**src/sv/tksel_pkg.sv**
```systemverilog
// Shared types and constants of the top-k score selector.
// Holds the controller state enum and the command/status structs between
// the controller and the datapath. No dependencies.
`default_nettype none

package tksel_pkg;

  localparam int KEEP_MAX_DEF   = 64;
  localparam int INDEX_BITS_DEF = 16;

  localparam int SCORE_W     = 32;
  localparam int IDX_FIELD_W = 16;
  localparam int KEEP_W      = 7;

  localparam logic [KEEP_W-1:0] KEEP_RESET = 7'd64;

  // request command codes
  localparam logic CMD_OFFER = 1'b0;
  localparam logic CMD_DRAIN = 1'b1;

  typedef enum logic [3:0] {
    ST_IDLE,
    ST_INS_FIRST,
    ST_INS_SCAN,
    ST_INS_LAST,
    ST_REP_FIRST,
    ST_REP_MIN,
    ST_REP_SCAN,
    ST_REP_LAST,
    ST_DR_FIRST,
    ST_DR_EMIT
  } state_t;

  // store write source
  typedef enum logic [1:0] {
    WR_NONE,
    WR_DATA,
    WR_NEW
  } wr_op_t;

  // store write address source
  typedef enum logic [1:0] {
    WA_UP,
    WA_DOWN,
    WA_ZERO,
    WA_TOP
  } wa_sel_t;

  typedef struct packed {
    logic    load;          // latch request, init pointer
    logic    ptr_from_top;  // pointer starts at held-1, else at 0
    logic    rd_en;         // read store at pointer, step pointer
    logic    ptr_up;        // step direction
    wr_op_t  wr_op;
    wa_sel_t wa_sel;
    logic    held_inc;
    logic    held_clr;
    logic    emit;          // register read entry as a result
  } tksel_cmd_t;

  typedef struct packed {
    logic held_zero;
    logic full;
    logic gt;       // read entry score > new score
    logic lt;       // read entry score < new score
    logic rd_zero;  // read entry is slot 0
    logic rd_top;   // read entry is the highest held slot
  } tksel_stat_t;

endpackage

`default_nettype wire

```
**src/sv/tksel_ctrl.sv**
```systemverilog
// Controller of the top-k score selector: sequences insert, replace and
// drain scans over the sorted store. Depends on tksel_pkg.
`default_nettype none

module tksel_ctrl (
  input  logic                  clk,
  input  logic                  rst_n,
  input  logic                  start,
  input  logic                  in_command,
  input  tksel_pkg::tksel_stat_t stat,
  output tksel_pkg::tksel_cmd_t  cmd,
  output logic                  busy
);
  import tksel_pkg::*;

  state_t state_r, state_nxt;

  always_ff @(posedge clk) begin
    if (!rst_n) begin
      state_r <= ST_IDLE;
    end else begin
      state_r <= state_nxt;
    end
  end

  assign busy = (state_r != ST_IDLE);

  // next state
  always_comb begin
    state_nxt = state_r;
    unique case (state_r)
      ST_IDLE: begin
        if (start) begin
          if (in_command == CMD_DRAIN) begin
            state_nxt = stat.held_zero ? ST_IDLE : ST_DR_FIRST;
          end else if (stat.full) begin
            state_nxt = ST_REP_FIRST;
          end else begin
            state_nxt = stat.held_zero ? ST_INS_LAST : ST_INS_FIRST;
          end
        end
      end
      ST_INS_FIRST: state_nxt = ST_INS_SCAN;
      ST_INS_SCAN: begin
        if (!stat.gt) begin
          state_nxt = ST_IDLE;
        end else if (stat.rd_zero) begin
          state_nxt = ST_INS_LAST;
        end
      end
      ST_INS_LAST:  state_nxt = ST_IDLE;
      ST_REP_FIRST: state_nxt = ST_REP_MIN;
      ST_REP_MIN: begin
        if (!stat.lt || stat.rd_top) begin
          state_nxt = ST_IDLE;
        end else begin
          state_nxt = ST_REP_SCAN;
        end
      end
      ST_REP_SCAN: begin
        if (stat.gt) begin
          state_nxt = ST_IDLE;
        end else if (stat.rd_top) begin
          state_nxt = ST_REP_LAST;
        end
      end
      ST_REP_LAST: state_nxt = ST_IDLE;
      ST_DR_FIRST: state_nxt = ST_DR_EMIT;
      ST_DR_EMIT: begin
        if (stat.rd_top) begin
          state_nxt = ST_IDLE;
        end
      end
      default: state_nxt = ST_IDLE;
    endcase
  end

  // outputs
  always_comb begin
    cmd = '{load: 1'b0, ptr_from_top: 1'b0, rd_en: 1'b0, ptr_up: 1'b0,
            wr_op: WR_NONE, wa_sel: WA_UP, held_inc: 1'b0, held_clr: 1'b0,
            emit: 1'b0};
    unique case (state_r)
      ST_IDLE: begin
        if (start) begin
          cmd.load         = 1'b1;
          cmd.ptr_from_top = (in_command == CMD_OFFER) && !stat.full;
        end
      end
      ST_INS_FIRST: begin
        cmd.rd_en = 1'b1;
      end
      ST_INS_SCAN: begin
        cmd.wa_sel = WA_UP;
        if (stat.gt) begin
          cmd.wr_op = WR_DATA;
          cmd.rd_en = !stat.rd_zero;
        end else begin
          cmd.wr_op    = WR_NEW;
          cmd.held_inc = 1'b1;
        end
      end
      ST_INS_LAST: begin
        cmd.wr_op    = WR_NEW;
        cmd.wa_sel   = WA_ZERO;
        cmd.held_inc = 1'b1;
      end
      ST_REP_FIRST: begin
        cmd.rd_en  = 1'b1;
        cmd.ptr_up = 1'b1;
      end
      ST_REP_MIN: begin
        if (stat.lt) begin
          if (stat.rd_top) begin
            cmd.wr_op  = WR_NEW;
            cmd.wa_sel = WA_ZERO;
          end else begin
            cmd.rd_en  = 1'b1;
            cmd.ptr_up = 1'b1;
          end
        end
      end
      ST_REP_SCAN: begin
        cmd.wa_sel = WA_DOWN;
        if (!stat.gt) begin
          cmd.wr_op  = WR_DATA;
          cmd.rd_en  = !stat.rd_top;
          cmd.ptr_up = 1'b1;
        end else begin
          cmd.wr_op = WR_NEW;
        end
      end
      ST_REP_LAST: begin
        cmd.wr_op  = WR_NEW;
        cmd.wa_sel = WA_TOP;
      end
      ST_DR_FIRST: begin
        cmd.rd_en  = 1'b1;
        cmd.ptr_up = 1'b1;
      end
      ST_DR_EMIT: begin
        cmd.emit     = 1'b1;
        cmd.held_clr = stat.rd_top;
        cmd.rd_en    = !stat.rd_top;
        cmd.ptr_up   = 1'b1;
      end
      default: ;
    endcase
  end

endmodule

`default_nettype wire

```
**src/sv/tksel_dp.sv**
```systemverilog
// Datapath of the top-k score selector: sorted entry store, scan pointer,
// held count, keep_count register and result registers. Depends on tksel_pkg.
`default_nettype none

module tksel_dp #(
  parameter int KEEP_MAX   = tksel_pkg::KEEP_MAX_DEF,
  parameter int INDEX_BITS = tksel_pkg::INDEX_BITS_DEF
) (
  input  logic                                      clk,
  input  logic                                      rst_n,
  input  logic signed [tksel_pkg::SCORE_W-1:0]      in_score,
  input  logic        [tksel_pkg::IDX_FIELD_W-1:0]  in_first_index,
  input  logic        [tksel_pkg::IDX_FIELD_W-1:0]  in_second_index,
  input  logic                                      in_is_main_effect,
  input  logic                                      cfg_we,
  input  logic        [tksel_pkg::KEEP_W-1:0]       cfg_wdata,
  input  tksel_pkg::tksel_cmd_t                     cmd,
  output tksel_pkg::tksel_stat_t                    stat,
  output logic                                      out_valid,
  output logic        [tksel_pkg::IDX_FIELD_W-1:0]  out_first,
  output logic        [tksel_pkg::IDX_FIELD_W-1:0]  out_second,
  output logic signed [tksel_pkg::SCORE_W-1:0]      out_score,
  output logic                                      out_last
);
  import tksel_pkg::*;

  localparam int ADDR_W  = (KEEP_MAX > 1) ? $clog2(KEEP_MAX) : 1;
  localparam int CNT_W   = $clog2(KEEP_MAX + 1);
  localparam int IDX_W   = (INDEX_BITS < IDX_FIELD_W) ? INDEX_BITS : IDX_FIELD_W;
  localparam int ENTRY_W = SCORE_W + 2 * IDX_W;

  // entry layout: {score, first, second}
  logic [ENTRY_W-1:0] mem [KEEP_MAX];

  logic [ENTRY_W-1:0] rdata_r;
  logic [ENTRY_W-1:0] new_r;
  logic [ADDR_W-1:0]  rd_idx_r;
  logic [ADDR_W-1:0]  ptr_r;
  logic [CNT_W-1:0]   held_r;
  logic [KEEP_W-1:0]  keep_r;

  logic                      out_valid_r;
  logic                      out_last_r;
  logic [IDX_FIELD_W-1:0]    out_first_r;
  logic [IDX_FIELD_W-1:0]    out_second_r;
  logic signed [SCORE_W-1:0] out_score_r;

  logic [CNT_W-1:0]   keep_eff;
  logic [ADDR_W-1:0]  top_addr;
  logic [ADDR_W-1:0]  wr_addr;
  logic [ENTRY_W-1:0] wr_data;
  logic signed [SCORE_W-1:0] rd_score;
  logic signed [SCORE_W-1:0] new_score;
  logic [IDX_W-1:0]   new_first;

  // keep_count zero acts as one, above the store depth saturates
  always_comb begin
    if (keep_r == '0) begin
      keep_eff = CNT_W'(1);
    end else if (keep_r > KEEP_W'(KEEP_MAX)) begin
      keep_eff = CNT_W'(KEEP_MAX);
    end else begin
      keep_eff = CNT_W'(keep_r);
    end
  end

  assign top_addr  = ADDR_W'(held_r - CNT_W'(1));
  assign rd_score  = rdata_r[ENTRY_W-1 -: SCORE_W];
  assign new_score = new_r[ENTRY_W-1 -: SCORE_W];
  assign new_first = in_is_main_effect ? '0 : in_first_index[IDX_W-1:0];

  assign stat.held_zero = (held_r == '0);
  assign stat.full      = (held_r >= keep_eff);
  assign stat.gt        = (rd_score > new_score);
  assign stat.lt        = (rd_score < new_score);
  assign stat.rd_zero   = (rd_idx_r == '0);
  assign stat.rd_top    = ((CNT_W'(rd_idx_r) + CNT_W'(1)) == held_r);

  always_comb begin
    case (cmd.wa_sel)
      WA_UP:   wr_addr = rd_idx_r + ADDR_W'(1);
      WA_DOWN: wr_addr = rd_idx_r - ADDR_W'(1);
      WA_ZERO: wr_addr = '0;
      WA_TOP:  wr_addr = top_addr;
      default: wr_addr = '0;
    endcase
  end

  assign wr_data = (cmd.wr_op == WR_DATA) ? rdata_r : new_r;

  // entry store: one write, one registered read per cycle
  always_ff @(posedge clk) begin
    if (cmd.wr_op != WR_NONE) begin
      mem[wr_addr] <= wr_data;
    end
    if (cmd.rd_en) begin
      rdata_r  <= mem[ptr_r];
      rd_idx_r <= ptr_r;
    end
  end

  always_ff @(posedge clk) begin
    if (cmd.load) begin
      new_r <= {in_score, new_first, in_second_index[IDX_W-1:0]};
    end
  end

  always_ff @(posedge clk) begin
    if (!rst_n) begin
      ptr_r  <= '0;
      held_r <= '0;
      keep_r <= KEEP_RESET;
    end else begin
      if (cfg_we) begin
        keep_r <= cfg_wdata;
      end
      if (cmd.load) begin
        ptr_r <= cmd.ptr_from_top ? top_addr : '0;
      end else if (cmd.rd_en) begin
        ptr_r <= cmd.ptr_up ? ptr_r + ADDR_W'(1) : ptr_r - ADDR_W'(1);
      end
      if (cmd.held_clr) begin
        held_r <= '0;
      end else if (cmd.held_inc) begin
        held_r <= held_r + CNT_W'(1);
      end
    end
  end

  // result registers
  always_ff @(posedge clk) begin
    if (!rst_n) begin
      out_valid_r <= 1'b0;
    end else begin
      out_valid_r <= cmd.emit;
    end
  end

  always_ff @(posedge clk) begin
    if (cmd.emit) begin
      out_score_r  <= rd_score;
      out_first_r  <= IDX_FIELD_W'(rdata_r[2*IDX_W-1 -: IDX_W]);
      out_second_r <= IDX_FIELD_W'(rdata_r[IDX_W-1:0]);
      out_last_r   <= stat.rd_top;
    end
  end

  assign out_valid  = out_valid_r;
  assign out_first  = out_first_r;
  assign out_second = out_second_r;
  assign out_score  = out_score_r;
  assign out_last   = out_last_r;

  a_held_bound: assert property (@(posedge clk) disable iff (!rst_n)
    held_r <= CNT_W'(KEEP_MAX))
    else $error("held count above store depth");

  a_inc_room: assert property (@(posedge clk) disable iff (!rst_n)
    cmd.held_inc |-> (held_r < keep_eff))
    else $error("insert into a full store");

  a_rw_apart: assert property (@(posedge clk) disable iff (!rst_n)
    (cmd.rd_en && cmd.wr_op != WR_NONE) |-> (wr_addr != ptr_r))
    else $error("store read and write hit the same slot");

  a_last_ends: assert property (@(posedge clk) disable iff (!rst_n)
    (out_valid_r && out_last_r) |=> !out_valid_r)
    else $error("result after the final drain entry");

endmodule

`default_nettype wire

```
**src/sv/top_k_score_selector.sv**
```systemverilog
// Top level of the top-k score selector: controller plus datapath.
// Depends on tksel_pkg, tksel_ctrl and tksel_dp.
// Offer: the scan moves one entry per cycle through the store, which has one
//   read port and one write port.
// Drain of h entries: h results, one per cycle; an empty drain gives no
//   result and leaves busy low.
// Results cannot be stalled. Reset (sync, active low) empties the store and
// sets keep_count to 64; store contents are not cleared.
`default_nettype none

module top_k_score_selector #(
  parameter int KEEP_MAX   = tksel_pkg::KEEP_MAX_DEF,
  parameter int INDEX_BITS = tksel_pkg::INDEX_BITS_DEF
) (
  input  logic                                      clk,
  input  logic                                      rst_n,
  // request channel
  input  logic                                      start,
  output logic                                      busy,
  input  logic                                      in_command,
  input  logic signed [tksel_pkg::SCORE_W-1:0]      in_score,
  input  logic        [tksel_pkg::IDX_FIELD_W-1:0]  in_first_index,
  input  logic        [tksel_pkg::IDX_FIELD_W-1:0]  in_second_index,
  input  logic                                      in_is_main_effect,
  // keep_count register
  input  logic                                      cfg_we,
  input  logic        [tksel_pkg::KEEP_W-1:0]       cfg_wdata,
  // results, one strobe per entry
  output logic                                      out_valid,
  output logic        [tksel_pkg::IDX_FIELD_W-1:0]  out_first,
  output logic        [tksel_pkg::IDX_FIELD_W-1:0]  out_second,
  output logic signed [tksel_pkg::SCORE_W-1:0]      out_score,
  output logic                                      out_last
);
  import tksel_pkg::*;

  // The store is kept sorted by score, ascending, equal scores in arrival
  // order. An insert scans down from the top, shifting larger entries up one
  // slot until the new entry's place is found. A replace (store full) first
  // checks slot 0, then scans up, shifting entries not above the new score
  // down one slot so the minimum drops out. A drain reads slots in order.
  tksel_cmd_t  cmd;
  tksel_stat_t stat;

  tksel_ctrl u_ctrl (
    .clk        (clk),
    .rst_n      (rst_n),
    .start      (start),
    .in_command (in_command),
    .stat       (stat),
    .cmd        (cmd),
    .busy       (busy)
  );

  tksel_dp #(
    .KEEP_MAX   (KEEP_MAX),
    .INDEX_BITS (INDEX_BITS)
  ) u_dp (
    .clk               (clk),
    .rst_n             (rst_n),
    .in_score          (in_score),
    .in_first_index    (in_first_index),
    .in_second_index   (in_second_index),
    .in_is_main_effect (in_is_main_effect),
    .cfg_we            (cfg_we),
    .cfg_wdata         (cfg_wdata),
    .cmd               (cmd),
    .stat              (stat),
    .out_valid         (out_valid),
    .out_first         (out_first),
    .out_second        (out_second),
    .out_score         (out_score),
    .out_last          (out_last)
  );

endmodule

`default_nettype wire

```
**config.mk**
```make
export PLATFORM = sky130hd
export DESIGN_NAME = top_k_score_selector
export DESIGN_NICKNAME = d
export VERILOG_FILES = /design/src/sv/tksel_pkg.sv /design/src/sv/tksel_ctrl.sv /design/src/sv/tksel_dp.sv /design/src/sv/top_k_score_selector.sv
export SDC_FILE = /design/constraint.sdc
export NUM_CORES = 2
export LEC_CHECK = 0
export BUFFER_PORTS_ARGS = -buffer_cell sky130_fd_sc_hd__buf_2
export CAP_MARGIN = 0
export CORE_UTILIZATION = 30
export CTS_CLUSTER_DIAMETER = 150
export DETAILED_ROUTE_END_ITERATION = 7
export GPL_TIMING_DRIVEN = 0
export MAX_ROUTING_LAYER = met4
export PLACE_DENSITY = 0.46
export SKIP_CTS_REPAIR_TIMING = 1
export SYNTH_ARGS = -nofsm -noshare
export SYNTH_HDL_FRONTEND = slang
export SYNTH_SLANG_ARGS = --single-unit
```
**constraint.sdc**
```tcl
create_clock -name clk -period 9.75 [get_ports clk]
set_clock_uncertainty 0.15 [all_clocks]
set_input_delay 0.975 -clock clk [delete_from_list [all_inputs] [get_ports clk]]
set_output_delay 0.975 -clock clk [all_outputs]
set_load 0.05 [all_outputs]
```
[Word level (Yosys, flattened, before mapping)]
Memory sizes are Yosys's and may differ from the RTL's. A register that Yosys moved wholly into a read port is not among the register bits.
Index checks and enable logic that the tools add are counted.
Word-level totals
  flip-flop bits (word level): 160
  bits in writable memories: 4096
  input bits: 77
  output and inout bits: 67
  logic and storage cells: 99
  memories: 1
Memory list
  u_dp.mem: depth 64, width 64, read ports 1, clocked after Yosys merged registers in 1, wr ports 1, line tksel_dp.sv:33  | logic [ENTRY_W-1:0] mem [KEEP_MAX];
Cells by class
  add/sub/neg operators: 7
  $lt $le $gt $ge: 4
  equality and inequality tests: 18
  mux-type cells: 37
  bitwise operators: 2
  reductions and logical operators: 18
Operators by type and width (count)
  $mux W64: 1
  $mux W4: 10
  $gt A32 B32 Y1: 1
  $lt A32 B32 Y1: 1
  $pmux W4 S8: 1
  $mux W6: 5
  $pmux W6 S4: 1
  $pmux W4 S5: 1
  $sub A6 B1 Y6 const B: 3
  $eq A4 B3 Y1 const B: 4
  $mux W2: 8
  $logic_not A7 Y1: 2
  $mux W7: 2
  $add A6 B1 Y6 const B: 2
  $eq A4 B2 Y1 const B: 2
  $eq A4 B4 Y1 const B: 2
  $add A6 B1 Y7 const B: 1
  $add A7 B1 Y7 const B: 1
  $eq A7 B7 Y1: 1
  $ge A7 B7 Y1: 1
  $gt A7 B7 Y1 const B: 1
  $logic_not A6 Y1: 1
  $reduce_or A3 Y1: 2
  $pmux W1 S5: 1
  other kinds (21): 31

[Logic depth before layout (Yosys ltp)]
  depth in word-level cells: 10
  mapped depth: 18
  mapped depth without buffers: 17

[Cells and area by module]
Synthesis repeated with hierarchy kept, for this count alone.
Second synthesis, totals
  cell total of the unflattened synthesis: 6857
  area, all modules: 165085.8 um^2
Modules (own cells, without submodules)
  tksel_dp: instances 1, cells each 6786, area an instance 164602.9 um^2, sequential area each 129394.1 um^2
  tksel_ctrl: instances 1, cells each 71, area an instance 483.0 um^2, sequential area each 80.1 um^2

[Least setup slack after synthesis]
OpenSTA, ideal clock, no wires.
  path kind: register to register
  start: register u_dp.rdata_r[49], read port of u_dp.mem
  end: memory u_dp.mem[51][0] (netlist bit) (enable)
  setup time: 0.493 ns
  data arrival time: 5.589 ns
  data required time: 9.107 ns
  slack: 3.518 ns
  cell stages (with the launch flop): 12
  buffers on the path: 1
  period minus slack after synthesis: 6.232 ns
  path through: edfxtp_1 ha_1 a21o_1 a221o_1 a211oi_2 a21o_1 o21ai_2 a32oi_2 a21oi_1 or3_1 clkbuf_1 nor2b_1
Between the ends
  word-level cells in the longest chain between the ends: 6
  elaborated cells on any way between the ends: 14
  those cells by class: order compare (2); eq/ne (3); mux (7); reduce/logical (2)
Ends and longest elaborated chain
  from (decl): line tksel_dp.sv:35  | logic [ENTRY_W-1:0] rdata_r;
  $gt A32 B32 Y1 or $lt A32 B32 Y1 (tied branches): line tksel_dp.sv:74, tksel_dp.sv:75
  $mux W2 (tied with other cells): line tksel_ctrl.sv:125  | if (!stat.gt) begin
  $pmux W4 S5 (*): line tksel_ctrl.sv:83  | unique case (state_r)
  branches (longest 3 deep; another with $pmux W6 S4)
  to (decl): line tksel_dp.sv:33
Mark *: on every way between the ends.

[Worst setup path in the final report]
  start: register u_dp.rdata_r[47], read port of u_dp.mem
  end: memory u_dp.mem[17][62] (netlist bit) (data pin)
Between the ends
  word-level cells in the longest chain between the ends: 5
  elaborated cells on any way between the ends: 8
  those cells by class: order compare (2); eq/ne (1); mux (5)
Ends and longest elaborated chain
  $gt A32 B32 Y1 or $lt A32 B32 Y1 (tied branches): line tksel_dp.sv:74, tksel_dp.sv:75
  $mux W2 (tied with other cells): line tksel_ctrl.sv:125
  $pmux W4 S5 (*): line tksel_ctrl.sv:83
  $eq A2 B1 Y1 (*): line tksel_dp.sv:89  | assign wr_data = (cmd.wr_op == WR_DATA) ? rdata_r : new_r;
  $mux W64 (*): line tksel_dp.sv:89
  via u_dp.wr_data[62]: line tksel_dp.sv:51  | logic [ENTRY_W-1:0] wr_data;
The timed path passes the listed nets; every way through them passes the cells marked *.

==> impl_metrics.py <==
metrics = {
    "clock_network": {
        "cts_root_buffer": "clkbuf_16",
        "cts_buffer_depth": 4,
        "clock_latency_ps": 1040,
        "cts.clk_slew.worst_paths_ps": 60,
        "cts_sinks": 4320,
        "cts_made_buffers": 461,
        "cts_tree": "done",
        "htree_levels": 5,
    },
    "drt": {
        "drtIter0Drc": 8493,
        "postRouteAntennaNets": 0,
        "vias": 75892,
        "drc_errors": 0,
        "wl_per_cell_um": 31.7,
        "first_pass_iters": 6,
        "drt-vias-per-instance": 5.02,
        "routed_wirelength_mm": 479,
    },
    "timing": {
        "grt_setup_unrepaired": "false",
        "fin_crit_ps": 8640,
        "holdWs_ps": 25.8,
        "slew_violations": 0,
        "fin_setup_tns_ps": 0,
        "finalCritPeriodShare_pct": 88.6,
        "final_hold_viol_count": 0,
        "setup_viol": 0,
        "worst_pin_slew_ps": 1390,
        "slew_headroom_pct": 7.05,
        "fmax_mhz": 116,
    },
    "synthesis": {
        "synth_flop_cell": "edfxtp_1",
        "yosys_register_bits": 4320,
        "ys_warn_count": 0,
        "synth_top_cell_by_area": "edfxtp_1",
        "netlist.area_leader.share_pct": 78.3,
        "netlist_instances": 6551,
        "syn-cell-area_mm2": 0.165,
        "synth_edf_count": 4295,
        "ys_types": 66,
        "synth_area_per_cell_um2": 25.1,
        "async_flop_share_pct": 0,
        "syn_nets": 6681,
        "synth.area.top_cells": "edfxtp_1, mux4_2, clkbuf_1",
        "ys_seq_area_share_pct": 78.6,
    },
    "critical_path": {
        "crit_slowest_cell": "a31oi_2",
        "cp.arrival_ps": 9210,
        "crit_chain": "ha_1, nand4_1, nor4_2, o21ai_0, a31oi_2, o211ai_4, xor2_1, nor2_4, buf_2, clkbuf_1, o21ai_4, buf_16",
        "crit_path_end_kind": "register",
        "critical_path_class": "reg2reg",
        "max_stage_delay_ps": 1100,
        "crit_family": "compound AO/OA/AOI/OAI gates",
        "crit_path_start_kind": "register",
        "path_buf_inv": 3,
        "path_max_fanout": 33,
        "critical_path_required_ps": 10320,
    },
    "floorplanning": {
        "die_h_um": 743,
        "initial_core_util_pct": 30.2,
        "io_pins": 144,
        "die_w_um": 743,
        "rows": 271,
        "coreArea_mm2": 0.546,
        "dieArea_mm2": 0.552,
    },
    "global_route": {
        "grt_antenna_before_repair": 47,
        "grt_pass1_vias": 79145,
        "track_usage_pct": 17.7,
        "grt_max_degree": 65,
        "grt_pass1_wl_mm": 659,
        "grt_remaining_overflow": 0,
    },
    "outcome": {
        "outcome": "finished, final reports clean",
    },
    "final_layout": {
        "layout.nets": 7602,
        "num-fill-cells": 49444,
        "final_common_cell": "edfxtp_1",
        "area_growth_pct": 19.2,
        "drive_above_1_share_pct": 33.1,
        "layout_common_cells": "edfxtp_1, mux4_2, clkbuf_16, clkbuf_1, buf_12",
    },
    "power": {
        "powerDensity_mw_per_mm2": 289,
        "peakVddDrop_mv": 0.186,
        "p_leak_uw": 0.0590,
    },
    "placement": {
        "gp_congestion": 0.768,
        "dp_hpwl_mm": 341,
        "io_buffers": 141,
    },
    "job": {
        "cap_violations": 0,
    },
    "min_path": {
        "hold_class": "in2reg",
    },
}
-- state kept, by name, summed over array words and instances (netlist names), 4 cells and up --
name,flops
u_ctrl.state_r,4
u_dp.held_r,7
u_dp.keep_r,7
u_dp.mem,4096
u_dp.new_r,64
u_dp.out_first,16
u_dp.out_score,32
u_dp.out_second,16
u_dp.ptr_r,6
u_dp.rd_idx_r,6
u_dp.rdata_r,64
-- report_power, final --
part	total, uW	internal (uW)	switching, uW
clock	17300	9900	7400
combinational	15600	5990	9580
sequential	23900	23700	288
-- area by class of cell --
class	count	area, um^2	area share (%)
clock buffers	561	12100	6.14
multi-input cells	1850	34600	17.6
well taps	7234	9050	4.61
plain buffers	331	1310	0.667
diodes	27	67.6	0.0344
flip-flops and latches	4320	129000	66.0
repair buffers	458	6800	3.47
inverters	50	203	0.103
clock inverters	286	2750	1.40
-- per-stage QoR --
step / power (uW) / instance area, um^2 / instances / util (%) / setup slack (ps)
after floorplan: 33300 / 165000 / 6551 / - / 3520
after global placement: 39600 / 174000 / 13926 / 32.0 / -5320
final: 56800 / 196000 / 15117 / 36.0 / 1110
after global routing: 58900 / 196000 / 15109 / 36.0 / 952
after detailed placement: 40300 / 181000 / 14194 / 33.2 / 988
after CTS: 57600 / 196000 / 15041 / 35.9 / 947
-- path summary, 6_finish.rpt --
path                         startpoint                             to  slack, ps  cells after the start
min reg2reg  u_dp.rdata_r[14]$_DFFE_PP_  u_dp.out_second[14]$_DFFE_PP_        290                      0
min                 in_second_index[15]       u_dp.new_r[15]$_DFFE_PP_         30                      1
max reg2reg  u_dp.rdata_r[47]$_DFFE_PP_     u_dp.mem[17][62]$_DFFE_PP_       1110                     12
max          u_dp.rdata_r[47]$_DFFE_PP_     u_dp.mem[17][62]$_DFFE_PP_       1110                     12
-- cell families after synthesis --
group           after synthesis  synth area share (%)
flops                      4320                  78.6
xor+xnor                     29                 0.154
mux                        1384                  18.7
fa+ha+maj                    53                 0.412
buf+inv                     381                 0.876
compound gates              129                 0.517
simple gates                255                 0.742
-- synthesized netlist by cell type (14+ instances only) --
| cell type | count |
|---|---|
| a21o_1 | 19 |
| a21oi_1 | 30 |
| buf_1 | 93 |
| clkbuf_1 | 228 |
| dfxtp_1 | 25 |
| edfxtp_1 | 4295 |
| ha_1 | 51 |
| inv_1 | 47 |
| mux2_2 | 33 |
| mux4_2 | 1344 |
| nand2_1 | 59 |
| nand3_1 | 22 |
| nor2_1 | 96 |
| nor2b_1 | 26 |
| o21ai_0 | 42 |
| xnor2_1 | 15 |
| xor2_1 | 14 |
-- per-layer routing --
| layer | vias to the layer above | track usage, % | part of all wire [%] |
|---|---|---|---|
| met5 | - | - | 0 |
| met4 | 0 | 4.10 | 2.4 |
| met3 | 621 | 2.42 | 5.5 |
| met2 | 2445 | 28.7 | 49 |
| met1 | 42328 | 23.6 | 43 |
| li1 | 30498 | - | - |
Power figures use the tool's default switching activity.
